`src/rtl/b64lw_pkg.sv`:
```
// ----------------------------------------------------------------------------
// b64lw_pkg
// Shared types, constants and the character map of the base64 line encoder.
// ----------------------------------------------------------------------------
package b64lw_pkg;

  localparam logic [7:0] PAD_CHAR        = 8'h3D;
  localparam logic [7:0] LINE_LEN_RESET  = 8'd76;
  localparam int         JOB_CHARS       = 4;

  // Register map (byte address / 4)
  localparam logic [0:0] REG_LINE_LENGTH = 1'b0;

  // Byte position within the current 3-byte group
  typedef enum logic [1:0] {
    PH_ZERO = 2'd0,
    PH_ONE  = 2'd1,
    PH_TWO  = 2'd2
  } phase_t;

  // All characters caused by one input byte
  typedef struct packed {
    logic [JOB_CHARS-1:0][7:0] chars;
    logic [1:0]                last_idx;  // number of chars minus one
    logic                      fin;       // last char ends the message
  } job_t;

  function automatic logic [7:0] sextet_char(input logic [5:0] v);
    logic [7:0] ext;
    logic [7:0] r;
    ext = {2'b00, v};
    if (v < 6'd26) begin
      r = ext + 8'h41;
    end else if (v < 6'd52) begin
      r = ext + 8'd71;
    end else if (v < 6'd62) begin
      r = ext - 8'd4;
    end else if (v == 6'd62) begin
      r = 8'h2B;
    end else begin
      r = 8'h2F;
    end
    return r;
  endfunction

endpackage

```
`src/rtl/b64lw_chan_if.sv`:
```
// ----------------------------------------------------------------------------
// b64lw channel interfaces
// Valid/ready channels for plain bytes in and encoded characters out.
// ----------------------------------------------------------------------------
interface b64lw_in_if;
  logic       valid;
  logic       ready;
  logic [7:0] data_byte;
  logic       final_byte;

  modport source (output valid, output data_byte, output final_byte, input ready);
  modport sink   (input valid, input data_byte, input final_byte, output ready);
endinterface

interface b64lw_out_if;
  logic       valid;
  logic       ready;
  logic [7:0] out_char;
  logic       line_end;
  logic       message_end;
  logic       run_last;

  modport source (output valid, output out_char, output line_end,
                  output message_end, output run_last, input ready);
  modport sink   (input valid, input out_char, input line_end,
                  input message_end, input run_last, output ready);
endinterface

```
`src/rtl/base64_encoder_line_wrap_core.sv`:
```
// ----------------------------------------------------------------------------
// base64_encoder_line_wrap_core
// Streaming base64 encoder with '=' padding and line-end marking.
// ----------------------------------------------------------------------------
//  channel | dir | handshake      | payload
//  in_ch   | in  | valid/ready    | data_byte[7:0], final_byte
//  out_ch  | out | valid/ready    | out_char[7:0], line_end, message_end, run_last
//  cfg     | in  | APB psel/pen.. | reg 0 @ 0x0: line_length[7:0] (reset 76)
//
//  A byte is taken in the cycle it shows up while the job queue has room.
//  The single-char output register lets the back end send one char per cycle
//  unless out_ch stalls; a byte yields 1 or 2 chars, 2 to 4 on a final byte.
//  Output stalls fill the queue (QUEUE_DEPTH jobs) before in_ch.ready drops.
//  Synchronous active-low reset; no clearing pass.
// ----------------------------------------------------------------------------
module base64_encoder_line_wrap_core #(
  parameter int QUEUE_DEPTH = 2
) (
  input  logic        clk,
  input  logic        rst_n,
  b64lw_in_if.sink    in_ch,
  b64lw_out_if.source out_ch,
  // config port
  input  logic        psel,
  input  logic        penable,
  input  logic        pwrite,
  input  logic [0:0]  paddr,
  input  logic [31:0] pwdata,
  output logic [31:0] prdata,
  output logic        pready
);

  // line length register
  logic [7:0] line_len_r, line_len_nxt;
  logic       cfg_wr;

  assign pready = 1'b1;
  assign cfg_wr = psel && penable && pwrite && (paddr == b64lw_pkg::REG_LINE_LENGTH);

  always_comb begin
    line_len_nxt = line_len_r;
    if (cfg_wr) begin
      line_len_nxt = pwdata[7:0];
    end
  end

  always_ff @(posedge clk) begin
    if (!rst_n) begin
      line_len_r <= b64lw_pkg::LINE_LEN_RESET;
    end else begin
      line_len_r <= line_len_nxt;
    end
  end

  assign prdata = (paddr == b64lw_pkg::REG_LINE_LENGTH) ? {24'd0, line_len_r} : 32'd0;

  // front: group phase + leftover bits -> one job per byte
  logic            push_valid, push_ready;
  b64lw_pkg::job_t push_job;
  logic            pop_valid, pop_ready;
  b64lw_pkg::job_t pop_job;

  b64lw_front u_front (
    .clk        (clk),
    .rst_n      (rst_n),
    .in_ch      (in_ch),
    .push_valid (push_valid),
    .push_job   (push_job),
    .push_ready (push_ready)
  );

  // decouples byte intake from char output
  b64lw_queue #(
    .DEPTH (QUEUE_DEPTH)
  ) u_queue (
    .clk        (clk),
    .rst_n      (rst_n),
    .push_valid (push_valid),
    .push_job   (push_job),
    .push_ready (push_ready),
    .pop_valid  (pop_valid),
    .pop_job    (pop_job),
    .pop_ready  (pop_ready)
  );

  // back: line column, line/message end flags, output register
  b64lw_back u_back (
    .clk         (clk),
    .rst_n       (rst_n),
    .line_length (line_len_r),
    .pop_valid   (pop_valid),
    .pop_job     (pop_job),
    .pop_ready   (pop_ready),
    .out_ch      (out_ch)
  );

endmodule

```
`src/rtl/b64lw_front.sv`:
```
// ----------------------------------------------------------------------------
// b64lw_front
// Takes plain bytes, tracks group phase and leftover bits, builds char jobs.
// ----------------------------------------------------------------------------
module b64lw_front (
  input  logic               clk,
  input  logic               rst_n,
  b64lw_in_if.sink           in_ch,
  output logic               push_valid,
  output b64lw_pkg::job_t    push_job,
  input  logic               push_ready
);

  b64lw_pkg::phase_t phase_r, phase_nxt;
  logic [3:0]        left_r, left_nxt;
  logic              accept;
  logic [7:0]        b;
  logic              fin;

  assign in_ch.ready = push_ready;
  assign push_valid  = in_ch.valid;
  assign accept      = in_ch.valid & push_ready;
  assign b           = in_ch.data_byte;
  assign fin         = in_ch.final_byte;

  // next group state
  always_comb begin
    phase_nxt = phase_r;
    left_nxt  = left_r;
    if (accept) begin
      case (phase_r)
        b64lw_pkg::PH_ONE: begin
          phase_nxt = fin ? b64lw_pkg::PH_ZERO : b64lw_pkg::PH_TWO;
          left_nxt  = fin ? 4'd0 : b[3:0];
        end
        b64lw_pkg::PH_TWO: begin
          phase_nxt = b64lw_pkg::PH_ZERO;
          left_nxt  = 4'd0;
        end
        default: begin
          phase_nxt = fin ? b64lw_pkg::PH_ZERO : b64lw_pkg::PH_ONE;
          left_nxt  = fin ? 4'd0 : {2'b00, b[1:0]};
        end
      endcase
    end
  end

  // job contents
  always_comb begin
    push_job          = '0;
    push_job.fin      = fin;
    push_job.chars[2] = b64lw_pkg::PAD_CHAR;
    push_job.chars[3] = b64lw_pkg::PAD_CHAR;
    case (phase_r)
      b64lw_pkg::PH_ONE: begin
        push_job.chars[0] = b64lw_pkg::sextet_char({left_r[1:0], b[7:4]});
        push_job.chars[1] = b64lw_pkg::sextet_char({b[3:0], 2'b00});
        push_job.last_idx = fin ? 2'd2 : 2'd0;
      end
      b64lw_pkg::PH_TWO: begin
        push_job.chars[0] = b64lw_pkg::sextet_char({left_r, b[7:6]});
        push_job.chars[1] = b64lw_pkg::sextet_char(b[5:0]);
        push_job.last_idx = 2'd1;
      end
      default: begin
        push_job.chars[0] = b64lw_pkg::sextet_char(b[7:2]);
        push_job.chars[1] = b64lw_pkg::sextet_char({b[1:0], 4'b0000});
        push_job.last_idx = fin ? 2'd3 : 2'd0;
      end
    endcase
  end

  always_ff @(posedge clk) begin
    if (!rst_n) begin
      phase_r <= b64lw_pkg::PH_ZERO;
      left_r  <= 4'd0;
    end else begin
      phase_r <= phase_nxt;
      left_r  <= left_nxt;
    end
  end

endmodule

```
`src/rtl/b64lw_queue.sv`:
```
// ----------------------------------------------------------------------------
// b64lw_queue
// Small register FIFO of char jobs between front and back.
// ----------------------------------------------------------------------------
module b64lw_queue #(
  parameter int DEPTH = 2
) (
  input  logic            clk,
  input  logic            rst_n,
  input  logic            push_valid,
  input  b64lw_pkg::job_t push_job,
  output logic            push_ready,
  output logic            pop_valid,
  output b64lw_pkg::job_t pop_job,
  input  logic            pop_ready
);

  localparam int AW = (DEPTH > 1) ? $clog2(DEPTH) : 1;
  localparam int CW = $clog2(DEPTH + 1);

  b64lw_pkg::job_t mem_r [DEPTH];
  logic [AW-1:0]   wr_ptr_r, wr_ptr_nxt;
  logic [AW-1:0]   rd_ptr_r, rd_ptr_nxt;
  logic [CW-1:0]   cnt_r, cnt_nxt;
  logic            do_push, do_pop;

  assign push_ready = (cnt_r != CW'(DEPTH));
  assign pop_valid  = (cnt_r != '0);
  assign pop_job    = mem_r[rd_ptr_r];
  assign do_push    = push_valid & push_ready;
  assign do_pop     = pop_valid & pop_ready;

  always_comb begin
    wr_ptr_nxt = wr_ptr_r;
    rd_ptr_nxt = rd_ptr_r;
    cnt_nxt    = cnt_r;
    if (do_push) begin
      wr_ptr_nxt = (wr_ptr_r == AW'(DEPTH - 1)) ? '0 : wr_ptr_r + 1'b1;
    end
    if (do_pop) begin
      rd_ptr_nxt = (rd_ptr_r == AW'(DEPTH - 1)) ? '0 : rd_ptr_r + 1'b1;
    end
    if (do_push && !do_pop) begin
      cnt_nxt = cnt_r + 1'b1;
    end else if (do_pop && !do_push) begin
      cnt_nxt = cnt_r - 1'b1;
    end
  end

  always_ff @(posedge clk) begin
    if (!rst_n) begin
      wr_ptr_r <= '0;
      rd_ptr_r <= '0;
      cnt_r    <= '0;
    end else begin
      wr_ptr_r <= wr_ptr_nxt;
      rd_ptr_r <= rd_ptr_nxt;
      cnt_r    <= cnt_nxt;
    end
  end

  always_ff @(posedge clk) begin
    if (do_push) begin
      mem_r[wr_ptr_r] <= push_job;
    end
  end

endmodule

```
`src/rtl/b64lw_back.sv`:
```
// ----------------------------------------------------------------------------
// b64lw_back
// Walks each job a char a cycle unless stalled; tracks column, drives output.
// ----------------------------------------------------------------------------
module b64lw_back (
  input  logic            clk,
  input  logic            rst_n,
  input  logic [7:0]      line_length,
  input  logic            pop_valid,
  input  b64lw_pkg::job_t pop_job,
  output logic            pop_ready,
  b64lw_out_if.source     out_ch
);

  logic [1:0] idx_r, idx_nxt;
  logic [7:0] col_r, col_nxt;
  logic       ovalid_r, ovalid_nxt;
  logic [7:0] char_r, char_nxt;
  logic       le_r, le_nxt;
  logic       me_r, me_nxt;
  logic       rl_r, rl_nxt;

  logic       load;
  logic       emit;
  logic       is_last;
  logic       is_end;
  logic [8:0] col_inc;
  logic [8:0] limit;
  logic       wrap;

  assign load    = !ovalid_r || out_ch.ready;
  assign emit    = load && pop_valid;
  assign is_last = (idx_r == pop_job.last_idx);
  assign is_end  = is_last && pop_job.fin;
  assign pop_ready = load && is_last;

  // zero line length means 256 chars per line
  assign col_inc = {1'b0, col_r} + 9'd1;
  assign limit   = (line_length == 8'd0) ? 9'd256 : {1'b0, line_length};
  assign wrap    = (col_inc >= limit);

  always_comb begin
    idx_nxt    = idx_r;
    col_nxt    = col_r;
    ovalid_nxt = ovalid_r;
    char_nxt   = char_r;
    le_nxt     = le_r;
    me_nxt     = me_r;
    rl_nxt     = rl_r;
    if (load) begin
      ovalid_nxt = pop_valid;
    end
    if (emit) begin
      char_nxt = pop_job.chars[idx_r];
      le_nxt   = wrap || is_end;
      me_nxt   = is_end;
      rl_nxt   = is_last;
      col_nxt  = (wrap || is_end) ? 8'd0 : col_inc[7:0];
      idx_nxt  = is_last ? 2'd0 : idx_r + 2'd1;
    end
  end

  always_ff @(posedge clk) begin
    if (!rst_n) begin
      idx_r    <= 2'd0;
      col_r    <= 8'd0;
      ovalid_r <= 1'b0;
    end else begin
      idx_r    <= idx_nxt;
      col_r    <= col_nxt;
      ovalid_r <= ovalid_nxt;
    end
  end

  always_ff @(posedge clk) begin
    char_r <= char_nxt;
    le_r   <= le_nxt;
    me_r   <= me_nxt;
    rl_r   <= rl_nxt;
  end

  assign out_ch.valid       = ovalid_r;
  assign out_ch.out_char    = char_r;
  assign out_ch.line_end    = le_r;
  assign out_ch.message_end = me_r;
  assign out_ch.run_last    = rl_r;

endmodule
```
`src/flat_wrapper.sv`:
```
// flat-port wrapper written by rule: the top's interface ports become plain ports
module base64_encoder_line_wrap_core_flat 
#(
  parameter int QUEUE_DEPTH = 2
)
  (clk, rst_n, psel, penable, pwrite, paddr, pwdata, prdata, pready, in_ch_valid, in_ch_data_byte, in_ch_final_byte, in_ch_ready, out_ch_valid, out_ch_out_char, out_ch_line_end, out_ch_message_end, out_ch_run_last, out_ch_ready);
  b64lw_in_if in_ch_i ();
  b64lw_out_if out_ch_i ();
  input  logic clk;
  input  logic rst_n;
  input  logic psel;
  input  logic penable;
  input  logic pwrite;
  input  logic [0:0] paddr;
  input  logic [31:0] pwdata;
  output logic [31:0] prdata;
  output logic pready;
  input wire logic [$bits(in_ch_i.valid)-1:0] in_ch_valid;
  input wire logic [$bits(in_ch_i.data_byte)-1:0] in_ch_data_byte;
  input wire logic [$bits(in_ch_i.final_byte)-1:0] in_ch_final_byte;
  output wire logic [$bits(in_ch_i.ready)-1:0] in_ch_ready;
  output wire logic [$bits(out_ch_i.valid)-1:0] out_ch_valid;
  output wire logic [$bits(out_ch_i.out_char)-1:0] out_ch_out_char;
  output wire logic [$bits(out_ch_i.line_end)-1:0] out_ch_line_end;
  output wire logic [$bits(out_ch_i.message_end)-1:0] out_ch_message_end;
  output wire logic [$bits(out_ch_i.run_last)-1:0] out_ch_run_last;
  input wire logic [$bits(out_ch_i.ready)-1:0] out_ch_ready;
  assign in_ch_i.valid = in_ch_valid;
  assign in_ch_i.data_byte = in_ch_data_byte;
  assign in_ch_i.final_byte = in_ch_final_byte;
  assign in_ch_ready = in_ch_i.ready;
  assign out_ch_valid = out_ch_i.valid;
  assign out_ch_out_char = out_ch_i.out_char;
  assign out_ch_line_end = out_ch_i.line_end;
  assign out_ch_message_end = out_ch_i.message_end;
  assign out_ch_run_last = out_ch_i.run_last;
  assign out_ch_i.ready = out_ch_ready;
  base64_encoder_line_wrap_core #(.QUEUE_DEPTH(QUEUE_DEPTH)) u_core (.clk(clk), .rst_n(rst_n), .in_ch(in_ch_i), .out_ch(out_ch_i), .psel(psel), .penable(penable), .pwrite(pwrite), .paddr(paddr), .pwdata(pwdata), .prdata(prdata), .pready(pready));
endmodule
```
`config.mk`:
```
export PLATFORM = sky130hd
export DESIGN_NAME = base64_encoder_line_wrap_core_flat
export DESIGN_NICKNAME = d
export VERILOG_FILES = /design/src/rtl/b64lw_pkg.sv /design/src/rtl/b64lw_chan_if.sv /design/src/rtl/base64_encoder_line_wrap_core.sv /design/src/rtl/b64lw_front.sv /design/src/rtl/b64lw_queue.sv /design/src/rtl/b64lw_back.sv /design/src/flat_wrapper.sv
export SDC_FILE = /design/constraint.sdc
export NUM_CORES = 1
export LEC_CHECK = 0
export BUFFER_PORTS_ARGS = -buffer_cell sky130_fd_sc_hd__buf_2
export CAP_MARGIN = 25
export CORE_MARGIN = 2
export CORE_UTILIZATION = 47
export CTS_CLUSTER_SIZE = 28
export DETAILED_ROUTE_END_ITERATION = 8
export GPL_TIMING_DRIVEN = 1
export PLACE_DENSITY = 0.67
export SLEW_MARGIN = 10
export SYNTH_ARGS = -nofsm -noshare
export SYNTH_HDL_FRONTEND = slang
export SYNTH_HIERARCHICAL = 1
export SYNTH_SLANG_ARGS = --single-unit
export TNS_END_PERCENT = 1
```
`constraint.sdc`:
```
create_clock -name clk -period 5.5 [get_ports clk]
set_clock_uncertainty 0.15 [all_clocks]
set_input_delay 0.275 -clock clk [delete_from_list [all_inputs] [get_ports clk]]
set_output_delay 0.275 -clock clk [all_outputs]
set_load 0.005 [all_outputs]
```
Word-level counts from Yosys, hierarchy flattened
Memory sizes are Yosys's and may differ from the RTL's. A register that Yosys moved wholly into a read port is not among the register bits.
Index checks and enable logic that the tools add are counted.
{"block": "totals", "output_inout_bits": 46, "mem_count": 1, "inputBits": 49, "mem_bits_rw": 38, "regBits": 40}
{"name": "u_core.u_queue.mem_r", "depth": 2, "word_bits": 19, "read_ports": 1, "rd_ports_with_merged_regs": 1, "wr": 1, "line_no": "b64lw_queue.sv:21", "source": "b64lw_pkg::job_t mem_r [DEPTH];"}
{"block": "classes", "muxes": 45, "n_eq_ne": 8, "magnitude_cmp": 20, "n_reduce_logical": 16, "bitwise": 3, "add_sub_neg": 24}
{"op": "$mux W8", "count": 21}
{"op": "$add A6 B7 Y8 const B", "count": 12}
{"op": "$lt A6 B6 Y1 const B", "count": 12}
{"op": "$sub A6 B3 Y7 const B", "count": 6}
{"op": "$lt A6 B5 Y1 const B", "count": 6}
{"op": "$pmux W18 S2", "count": 1}
{"op": "$eq A6 B6 Y1 const B", "count": 4}
{"op": "$bmux W8 S2", "count": 1}
{"op": "$mux W2", "count": 7}
{"op": "$mux W3", "count": 4}
{"op": "$add A8 B1 Y9 const B", "count": 1}
{"op": "$ge A9 B9 Y1", "count": 1}
{"op": "$mux W9", "count": 1}
{"op": "$logic_and A1 B1 Y1", "count": 8}
{"op": "$logic_not A8 Y1", "count": 1}
{"op": "$pmux W4 S2", "count": 1}
{"op": "$mux W1", "count": 7}
{"op": "$add A2 B1 Y2 const B", "count": 2}
{"op": "$mux W4", "count": 1}
{"op": "$pmux W2 S2", "count": 1}
{"op": "$reduce_bool A2 Y1", "count": 2}
{"op": "$logic_not A1 Y1", "count": 3}
{"op": "$lt A2 B3 Y1 const B", "count": 1}
{"op": "$add A1 B1 Y1 const B", "count": 2}
{"op": "other kinds (8)", "count": 10}

Logic depth before layout (Yosys ltp)
Gate-level depths: netlist of run 1.
{"block": "depth", "word_depth": 7, "ltp_mapped": 11, "mapped_depth_nobuf": 10}

Hierarchy
Netlist of run 1, hierarchy kept.
{"mod": "b64lw_queue", "seq_area_each_um2": 2202.1, "cells_per_inst": 133, "area_each_um2": 2758.9, "instances": 1}
{"mod": "b64lw_front", "seq_area_each_um2": 120.1, "cells_per_inst": 356, "area_each_um2": 2381.0, "instances": 1}
{"mod": "b64lw_back", "seq_area_each_um2": 550.5, "cells_per_inst": 136, "area_each_um2": 1401.3, "instances": 1}
{"mod": "base64_encoder_line_wrap_core", "seq_area_each_um2": 160.2, "cells_per_inst": 70, "area_each_um2": 605.6, "instances": 1}

Worst setup path after synthesis of run 1
No wires, ideal clock.
{"block": "synth_timing", "path_type": "register to register", "from": "register with a tool-made name", "to": "register u_core.u_queue.cnt_r[1]", "stages_incl_launch_ff": 11, "path_buffers": 2, "arrival_ns": 2.411, "synth_period_minus_slack_ns": 2.631, "path_slack_ns": 2.869, "setup_time_ns": 0.070, "path_cell_list": "dfxtp_1 buf_2 buf_2 mux2_2 xor2_1 nor2_2 and2_1 o21ai_1 ha_1 or3_1 a21boi_1"}
{"item": "end signal, assigned", "line_no": "b64lw_queue.sv:58", "source": "cnt_r <= cnt_nxt;"}
{"item": "end, declared", "line_no": "b64lw_queue.sv:24", "source": "logic [CW-1:0] cnt_r, cnt_nxt;"}

==> results.json, run 1 <==
{
  "drtIter0Drc": 508,
  "cts_sinks": 111,
  "grt_pass1_vias": 4965,
  "wl_per_cell_um": 17.4,
  "clk_pin_slew_ps": 70,
  "status": "finished, final reports clean",
  "slew-limit-headroom_pct": 41.6,
  "area_delta_synth_final_pct": 5.51,
  "drtAntennaViolNets": 0,
  "place_ws_ps": 2530,
  "worstSetupPathType": "register to register",
  "cts_tree": "yes",
  "worstMarginPinSlew_ps": 876,
  "grt_pass1_wl_um": 24800,
  "drv_slew": 0,
  "drv_cap": 0,
  "avgSynthCellArea_um2": 10.3,
  "ys_ff_latch": 111,
  "setup-violations-final": 0,
  "die-area_um2": 16200,
  "rsz0062_at_grt": "no",
  "first_pass_iters": 5,
  "final.setup.tns_ps": 0,
  "cts_made_buffers": 9,
  "clockBufferDepth": 2,
  "dieWidth_um": 127,
  "antenna_found_initial": 0,
  "fp-row-count": 45,
  "critical_path.cell_chain": "inv_1, ha_1, clkinv_1, o21ai_0, a2111oi_0, a211o_1",
  "synth_edf_count": 81,
  "initial_core_util_pct": 47.5,
  "chipHeight_um": 127,
  "io_buffers": 45,
  "postCtsSetupBuffers": 0,
  "power_density_nw_per_um2": 338,
  "grt_usage_pct": 19.1,
  "endpoint_kind": "register",
  "core_um2": 15000,
  "drive_gt1_share_pct": 17.7,
  "min_period_ps": 3050,
  "worstPathArrival_ps": 2990,
  "cpPeakStageDelay_ps": 850,
  "synth_cells": 695,
  "grt_max_degree": 42,
  "cts_resized": 0,
  "fmax_mhz": 328,
  "ys_types": 78,
  "h-tree-depth": 3,
  "min_path_type": "input port to register",
  "crit_path_top_delay_cell": "ha_1",
  "async_reset_ff_share_pct": 0,
  "p_leak_nw": 2.84,
  "via_per_inst": 5.80,
  "finalCritPeriodShare_pct": 55.5,
  "peakVddDrop_mv": 0.141,
  "hold_violations": 0,
  "startpoint_type": "register",
  "ys.flop_type": "edfxtp_1",
  "r2r_slack_ps": 2450,
  "synth_area_um2": 7150,
  "overflow": 0,
  "fin_nets": 787,
  "fin_ws_ps": 2450,
  "place_hpwl_um": 10800,
  "wl_um": 15700,
  "yosys_warnings": 6,
  "worstPathMaxFanout": 23,
  "fillers": 1362,
  "seq_area_frac_synth_pct": 42.4,
  "holdBufCountCts": 0,
  "worstPathRequired_ps": 5440,
  "clk_latency_ps": 350,
  "vias": 5221,
  "antenna_cells": 0,
  "ios": 95,
  "cts-root-buf": "clkbuf_16",
  "drc": 0,
  "globalplace.congestion": 0.913
}
## final cells by class
cell class / count / area [um^2] / area share, %
well taps: 188 / 235 / 3.12
flip-flops and latches: 111 / 3030 / 40.2
clock buffers: 12 / 236 / 3.14
clock inverters: 4 / 70.1 / 0.929
inverters: 33 / 124 / 1.64
repair buffers: 48 / 248 / 3.29
multi-input cells: 504 / 3590 / 47.7
## cells in the final DEF (no fill, tap or decap), drive strengths merged, types with 7 or more instances in the layout
master  instances
and2           13
a21boi         13
a21oi          32
ha             31
mux2           36
nand2b         10
nor2b          18
conb           41
dfxtp          30
nand2          63
xnor2          15
clkbuf         12
mux2i          12
nor2           25
nand3          25
edfxtp         81
buf            48
inv            32
nor3           12
and2b           8
xor2            7
mux4            8
nand4           7
nor4            8
o21ai          21
## metal layers
| metal | vias to the layer above | share of wire (%) | GRT usage, % |
|---|---|---|---|
| li1 | 2498 | - | - |
| met1 | 2537 | 45 | 25.5 |
| met2 | 161 | 48 | 31.8 |
| met3 | 25 | 5.2 | 2.64 |
| met4 | 0 | 2.0 | 7.37 |
| met5 | - | 0 | 0 |
## critical path, delay by kind of cell (launching register included)
kind	cells	cell delay (ps)
AO/OA/AOI/OAI	3	810
adder cells (fa/ha/maj)	1	850
buffers and inverters	2	600
flip-flops	1	360
## cells by family after synthesis
family,share of synthesized area [%]
adders and majority gates,5.43
buffers and inverters,9.21
AOI/OAI and AO/OA,15.0
and+or+nand+nor,15.2
muxes,9.87
DFF,42.4
other,0.210
xor gates and xnor gates,2.70
## cell usage after synthesis, drive strengths merged (7+ instances only)
| library cell | count | area share, % |
|---|---|---|
| dfxtp | 30 | 8.4 |
| xnor2 | 15 | 1.8 |
| nor2 | 25 | 1.3 |
| and2 | 13 | 1.1 |
| nor2b | 18 | 1.6 |
| o21ai | 21 | 1.5 |
| edfxtp | 81 | 34 |
| nand2 | 63 | 3.3 |
| mux2 | 36 | 5.7 |
| ha | 31 | 5.4 |
| mux2i | 12 | 1.7 |
| nand3 | 25 | 1.8 |
| and2b | 8 | 0.98 |
| mux4 | 8 | 2.5 |
| buf | 67 | 6.6 |
| nand4 | 7 | 0.61 |
| xor2 | 7 | 0.86 |
| nand2b | 10 | 0.98 |
| nor4 | 8 | 0.70 |
| a21boi | 13 | 1.4 |
| a21oi | 32 | 2.6 |
| inv | 32 | 1.7 |
| nor3 | 12 | 0.91 |
| clkbuf | 17 | 0.89 |
## final timing paths
check                            start                          end  cells past startpoint
max          u_core/u_front/phase_r[0]  u_core/u_queue/mem_r[1][16]                      6
min reg2reg  u_core/u_front/phase_r[1]    u_core/u_front/phase_r[1]                      2
max reg2reg  u_core/u_front/phase_r[0]  u_core/u_queue/mem_r[1][16]                      6
min                          pwdata[1]         u_core/line_len_r[1]                      3
## power breakdown
| group | switching, mW | internal, mW | leakage [nW] |
|---|---|---|---|
| clock | 0.272 | 0.398 | 0.147 |
| combinational | 0.408 | 0.327 | 1.69 |
| sequential | 0.0689 | 1.08 | 1.00 |
## sequential cells by signal, summed over array words and instances, names as in the netlist, named ones only
signal	flops
u_core/u_back/col_r	8
u_core/u_queue/rd_ptr_r	1
u_core/u_queue/wr_ptr_r	1
u_core/u_front/phase_r	2
u_core/u_front/left_r	4
u_core/u_queue/mem_r	70
u_core/u_back/out_ch.line_end	1
u_core/u_back/out_ch.out_char	8
u_core/u_queue/cnt_r	2
u_core/u_back/out_ch.message_end	1
u_core/u_back/idx_r	2
u_core/u_back/out_ch.run_last	1
u_core/u_back/out_ch.valid	1
u_core/line_len_r	8
## per-stage QoR
step	cell area (um^2)	power (mW)	std cells	hold WS, ps	utilization [%]
after floorplan	7290	1.72	732	247	-
after global placement	7230	1.88	884	321	48.1
after detailed placement	7230	1.90	884	328	48.1
after CTS	7540	2.57	900	23.5	50.2
after global routing	7540	2.68	900	42.8	50.2
final	7540	2.55	900	33.1	50.2
Note: power is estimated with default switching activity, not from simulation.
==> inputs of run 2 (changes only) <==
==> constraint.sdc (replaced) <==
create_clock -name clk -period 2.9 [get_ports clk]
set_clock_uncertainty 0.15 [all_clocks]
set_input_delay 0.145 -clock clk [delete_from_list [all_inputs] [get_ports clk]]
set_output_delay 0.145 -clock clk [all_outputs]
set_load 0.005 [all_outputs]
==> results.json, run 2 (synthesized netlist as in run 1, its figures left out) <==
{
  "core_um2": 15000,
  "place_hpwl_um": 11300,
  "worstSetupPathType": "register to register",
  "finalCritPeriodShare_pct": 93.8,
  "cts_tree": "yes",
  "grt_pass1_vias": 5124,
  "overflow": 0,
  "h-tree-depth": 3,
  "min_path_type": "input port to register",
  "fmax_mhz": 368,
  "die-area_um2": 16200,
  "startpoint_type": "register",
  "ios": 95,
  "rr_startpoint": "u_core/u_back/col_r[2]",
  "drive_gt1_share_pct": 21.0,
  "worstPathArrival_ps": 2810,
  "path_delay_family": "simple AND/OR/NAND/NOR gates",
  "largest_register_ffs": 70,
  "grt_pass1_wl_um": 25800,
  "grt_usage_pct": 19.9,
  "setup-violations-final": 0,
  "fillers": 1370,
  "drc": 0,
  "top_register": "u_core/u_queue/mem_r",
  "clockBufferDepth": 2,
  "final_common_cell": "edfxtp_1",
  "cts_sinks": 111,
  "critical_path.cell_chain": "nand3_1, nor2_2, nand3_1, xnor2_1, ha_1, nand4_1, a211o_1, and2_1, a41o_1",
  "final.setup.tns_ps": 0,
  "first_pass_iters": 6,
  "worstPathMaxFanout": 9,
  "io_buffers": 45,
  "drv_slew": 0,
  "status": "finished, final reports clean",
  "peakVddDrop_mv": 0.386,
  "antenna_cells": 0,
  "endpoint_kind": "register",
  "area_delta_synth_final_pct": 9.84,
  "chipHeight_um": 127,
  "power_density_nw_per_um2": 622,
  "rsz0062_at_grt": "no",
  "via_per_inst": 5.80,
  "cts-root-buf": "clkbuf_16",
  "drv_cap": 0,
  "most-common-layout-cells": "81 x edfxtp_1, 63 x nand2_1, 45 x buf_2",
  "hold_violations": 0,
  "cpMostUsedCell": "nand3_1",
  "drtIter0Drc": 454,
  "startpoint": "u_core/u_back/col_r[2]",
  "p_leak_nw": 2.99,
  "crit_path_top_delay_cell": "a211o_1",
  "drtAntennaViolNets": 0,
  "wl_per_cell_um": 17.2,
  "crit_buf_inv": 0,
  "min_period_ps": 2720,
  "fp-row-count": 45,
  "min-delay-start": "in_ch_data_byte[0]",
  "vias": 5424,
  "worstPathRequired_ps": 2990,
  "cts_made_buffers": 9,
  "clk_latency_ps": 350,
  "power_mw": 4.88,
  "initial_core_util_pct": 47.5,
  "globalplace.congestion": 0.881,
  "cpPeakStageDelay_ps": 430,
  "antenna_found_initial": 0,
  "wl_um": 16000,
  "fin_nets": 822,
  "slew-limit-headroom_pct": 57.8,
  "clk_pin_slew_ps": 70,
  "grt_max_degree": 42,
  "worstMarginPinSlew_ps": 633,
  "dieWidth_um": 127
}
==> run 2: tightest hold or removal path, stage by stage <==
cell and delay (ps):
buf_2 180, nand3_1 90, a21boi_0 80
==> run 2: final timing paths <==
kind / end / slack, ps / depth (start not counted)
setup / recovery: u_core/u_back/col_r[7] / 180 / 9
hold / removal: u_core/u_front/left_r[0] / 60 / 3
setup reg to reg: u_core/u_back/col_r[7] / 180 / 9
hold reg to reg: u_core/line_len_r[0] / 350 / 2
==> run 2: timing repair <==
action,4_1_cts,5_1_grt
endpoints found under the setup margin,0,9
resized for setup,0,5
setup buffers,0,1
endpoints found under the hold margin,12,0
hold buffers,11,0
==> run 2: per-layer routing <==
| metal | part of all wire, % | GRT usage, % | vias up |
|---|---|---|---|
| met1 | 45 | 26.6 | 2592 |
| met5 | 0 | 0 | - |
| met4 | 2.5 | 8.53 | 0 |
| met3 | 5.0 | 2.05 | 41 |
| li1 | - | - | 2570 |
| met2 | 48 | 33.0 | 221 |
==> run 2: power breakdown <==
part | total, mW | internal (mW) | switching (mW)
Combinational | 1.50 | 0.676 | 0.826
Clock | 1.24 | 0.713 | 0.525
Sequential | 2.14 | 2.05 | 0.0950
Total | 4.88 | 3.44 | 1.45
==> run 2: final cells by class <==
class / count / area [um^2] / area share [%]
inverter: 33 / 124 / 1.58
timing repair buffer: 82 / 531 / 6.76
multi-input combinational: 505 / 3620 / 46.1
clock buffer: 11 / 253 / 3.22
tap: 188 / 235 / 3.00
sequential: 111 / 3030 / 38.7
clock inverter: 5 / 56.3 / 0.717
==> run 2: through the flow <==
| stage | util (%) | std cells | area (um^2) | worst slack, ps | hold WS [ps] |
|---|---|---|---|---|---|
| after floorplan | - | 732 | 7290 | 269 | 117 |
| after global routing | 52.2 | 935 | 7850 | 20.1 | 67.1 |
| after detailed placement | 49.2 | 906 | 7400 | 129 | 257 |
| final | 52.2 | 935 | 7850 | 181 | 58.5 |
| after CTS | 52.0 | 933 | 7820 | 116 | 48.0 |
| after global placement | 49.2 | 906 | 7400 | 256 | 248 |
==> inputs of run 3 (changes only) <==
--- a/config.mk
+++ b/config.mk
@@ -11,7 +11,7 @@
 export CORE_UTILIZATION = 47
 export CTS_CLUSTER_SIZE = 28
 export DETAILED_ROUTE_END_ITERATION = 8
-export GPL_TIMING_DRIVEN = 1
+export GPL_TIMING_DRIVEN = 0
 export PLACE_DENSITY = 0.67
 export SLEW_MARGIN = 10
 export SYNTH_ARGS = -nofsm -noshare
==> results.json, run 3 (synthesized netlist as in run 1, its figures left out) <==
{
  "startpoint_type": "register",
  "drive_gt1_share_pct": 25.6,
  "area_delta_synth_final_pct": 15.8,
  "vias": 5610,
  "p_clk_share_pct": 25.6,
  "drv_cap": 0,
  "clockBufferDepth": 2,
  "grt_pass1_wl_um": 26800,
  "fp-row-count": 45,
  "first_pass_iters": 5,
  "fin_ws_ps": 137,
  "via_per_inst": 5.65,
  "worstSetupPathType": "register to register",
  "chipHeight_um": 127,
  "drtIter0Drc": 554,
  "min_path_type": "input port to register",
  "fmax_mhz": 362,
  "ios": 95,
  "globalplace.congestion": 0.929,
  "antenna_found_initial": 0,
  "status": "finished, final reports clean",
  "p_sw_share_pct": 29.7,
  "dieWidth_um": 127,
  "fin_nets": 880,
  "final.setup.tns_ps": 0,
  "antenna_cells": 0,
  "drv_slew": 0,
  "fin_util_pct": 55.0,
  "worstMarginPinSlew_ps": 791,
  "power_mw": 5.08,
  "top_register": "u_core/u_queue/mem_r",
  "hold_violations": 0,
  "endpoint_kind": "register",
  "setup-violations-final": 0,
  "intPower_mw": 3.57,
  "core_um2": 15000,
  "grt_max_degree": 36,
  "h-tree-depth": 3,
  "p_seq_share_pct": 42.2,
  "initial_core_util_pct": 47.5,
  "cts_tree": "yes",
  "place_ws_ps": -97.6,
  "power_frac_comb_pct": 32.2,
  "drtAntennaViolNets": 0,
  "wl_um": 17300,
  "power_density_nw_per_um2": 614,
  "wl_per_cell_um": 17.5,
  "drc": 0,
  "cts-root-buf": "clkbuf_16",
  "peakVddDrop_mv": 0.311,
  "finalCritPeriodShare_pct": 95.3,
  "worstPathArrival_ps": 2650,
  "worstPathMaxFanout": 10,
  "clk_pin_slew_ps": 70,
  "overflow": 0,
  "p_leak_nw": 3.27,
  "min_period_ps": 2760,
  "most-common-layout-cells": "81 x edfxtp_1, 63 x nand2_1, 58 x buf_2",
  "grt_pass1_vias": 5069,
  "clk_latency_ps": 350,
  "p_sw_mw": 1.51,
  "io_buffers": 45,
  "cts_sinks": 111,
  "slew-limit-headroom_pct": 47.2,
  "die-area_um2": 16200,
  "worstPathRequired_ps": 2790,
  "final_common_cell": "edfxtp_1",
  "place_hpwl_um": 12400,
  "grt_usage_pct": 20.8,
  "cts_made_buffers": 9,
  "largest_register_ffs": 70
}
==> run 3: cell count changes in the layout (fill, tap and decap cells not counted), sizes merged <==
| cell | previous run | this run |
|---|---|---|
| buf | 71 | 113 |
| inv | 32 | 33 |
| dlygate4sd3 | 11 | 9 |
| clkinvlp | 3 | 0 |
| clkbuf | 11 | 29 |
| bufinv | 1 | 3 |
==> run 3: repair_timing <==
action,CTS,global route
buffers inserted,0,2
hold endpoints to repair,9,0
hold buffers,9,0
cloned,0,1
setup endpoints to repair,1,14
pin swaps,0,1
gates resized for setup,2,13
==> run 3: worst paths after layout <==
check                            from                    endpoint  slack [ps]  depth (start not counted)
max          u_core/u_front/left_r[1]  u_core/u_queue/mem_r[0][4]         140                          7
min                  in_ch_final_byte  u_core/u_queue/mem_r[1][0]          40                          2
max reg2reg  u_core/u_front/left_r[1]  u_core/u_queue/mem_r[0][4]         140                          7
min reg2reg      u_core/line_len_r[0]        u_core/line_len_r[0]         350                          2
==> run 3: stage by stage <==
| stage | instances | hold WS [ps] | instance area [um^2] |
|---|---|---|---|
| floorplan | 732 | 117 | 7290 |
| global placement | 965 | 252 | 7750 |
| detailed placement | 966 | 251 | 7770 |
| CTS | 991 | 31.8 | 8190 |
| global route | 993 | 40.7 | 8270 |
| finish | 993 | 44.4 | 8270 |
==> run 3: metal layers <==
layer	vias to the layer above	GRT usage [%]	routed length, um
met4	0	6.46	352
met5	-	0	0
met2	249	35.0	8520
met1	2645	28.1	7530
li1	2683	-	-
met3	33	2.81	933
==> run 3: layout make-up <==
type | instances | area [um^2]
clock buffer | 11 | 264
fill | 1291 | 6760
multi-input combinational | 505 | 3660
tap | 188 | 235
sequential | 111 | 3030
clock inverter | 5 | 63.8
buffer | 83 | 542
inverter | 33 | 124
timing repair buffer | 57 | 350
==> run 3: critical path: stages (launching register included) <==
cell,delay [ps]
dfxtp_1,450
clkbuf_4,270
inv_1,130
ha_1,230
nand3b_2,330
nor3b_1,210
o31ai_1,430
a22oi_1,240
==> run 3: power groups by stage <==
stage	clock network [mW]	registers, mW	logic, mW
after floorplan	0	2.17	1.10
after detailed placement	0	2.18	1.54
after CTS	1.33	2.14	1.57
after global routing	1.39	2.17	1.78
final	1.30	2.14	1.64
after global placement	0	2.17	1.50
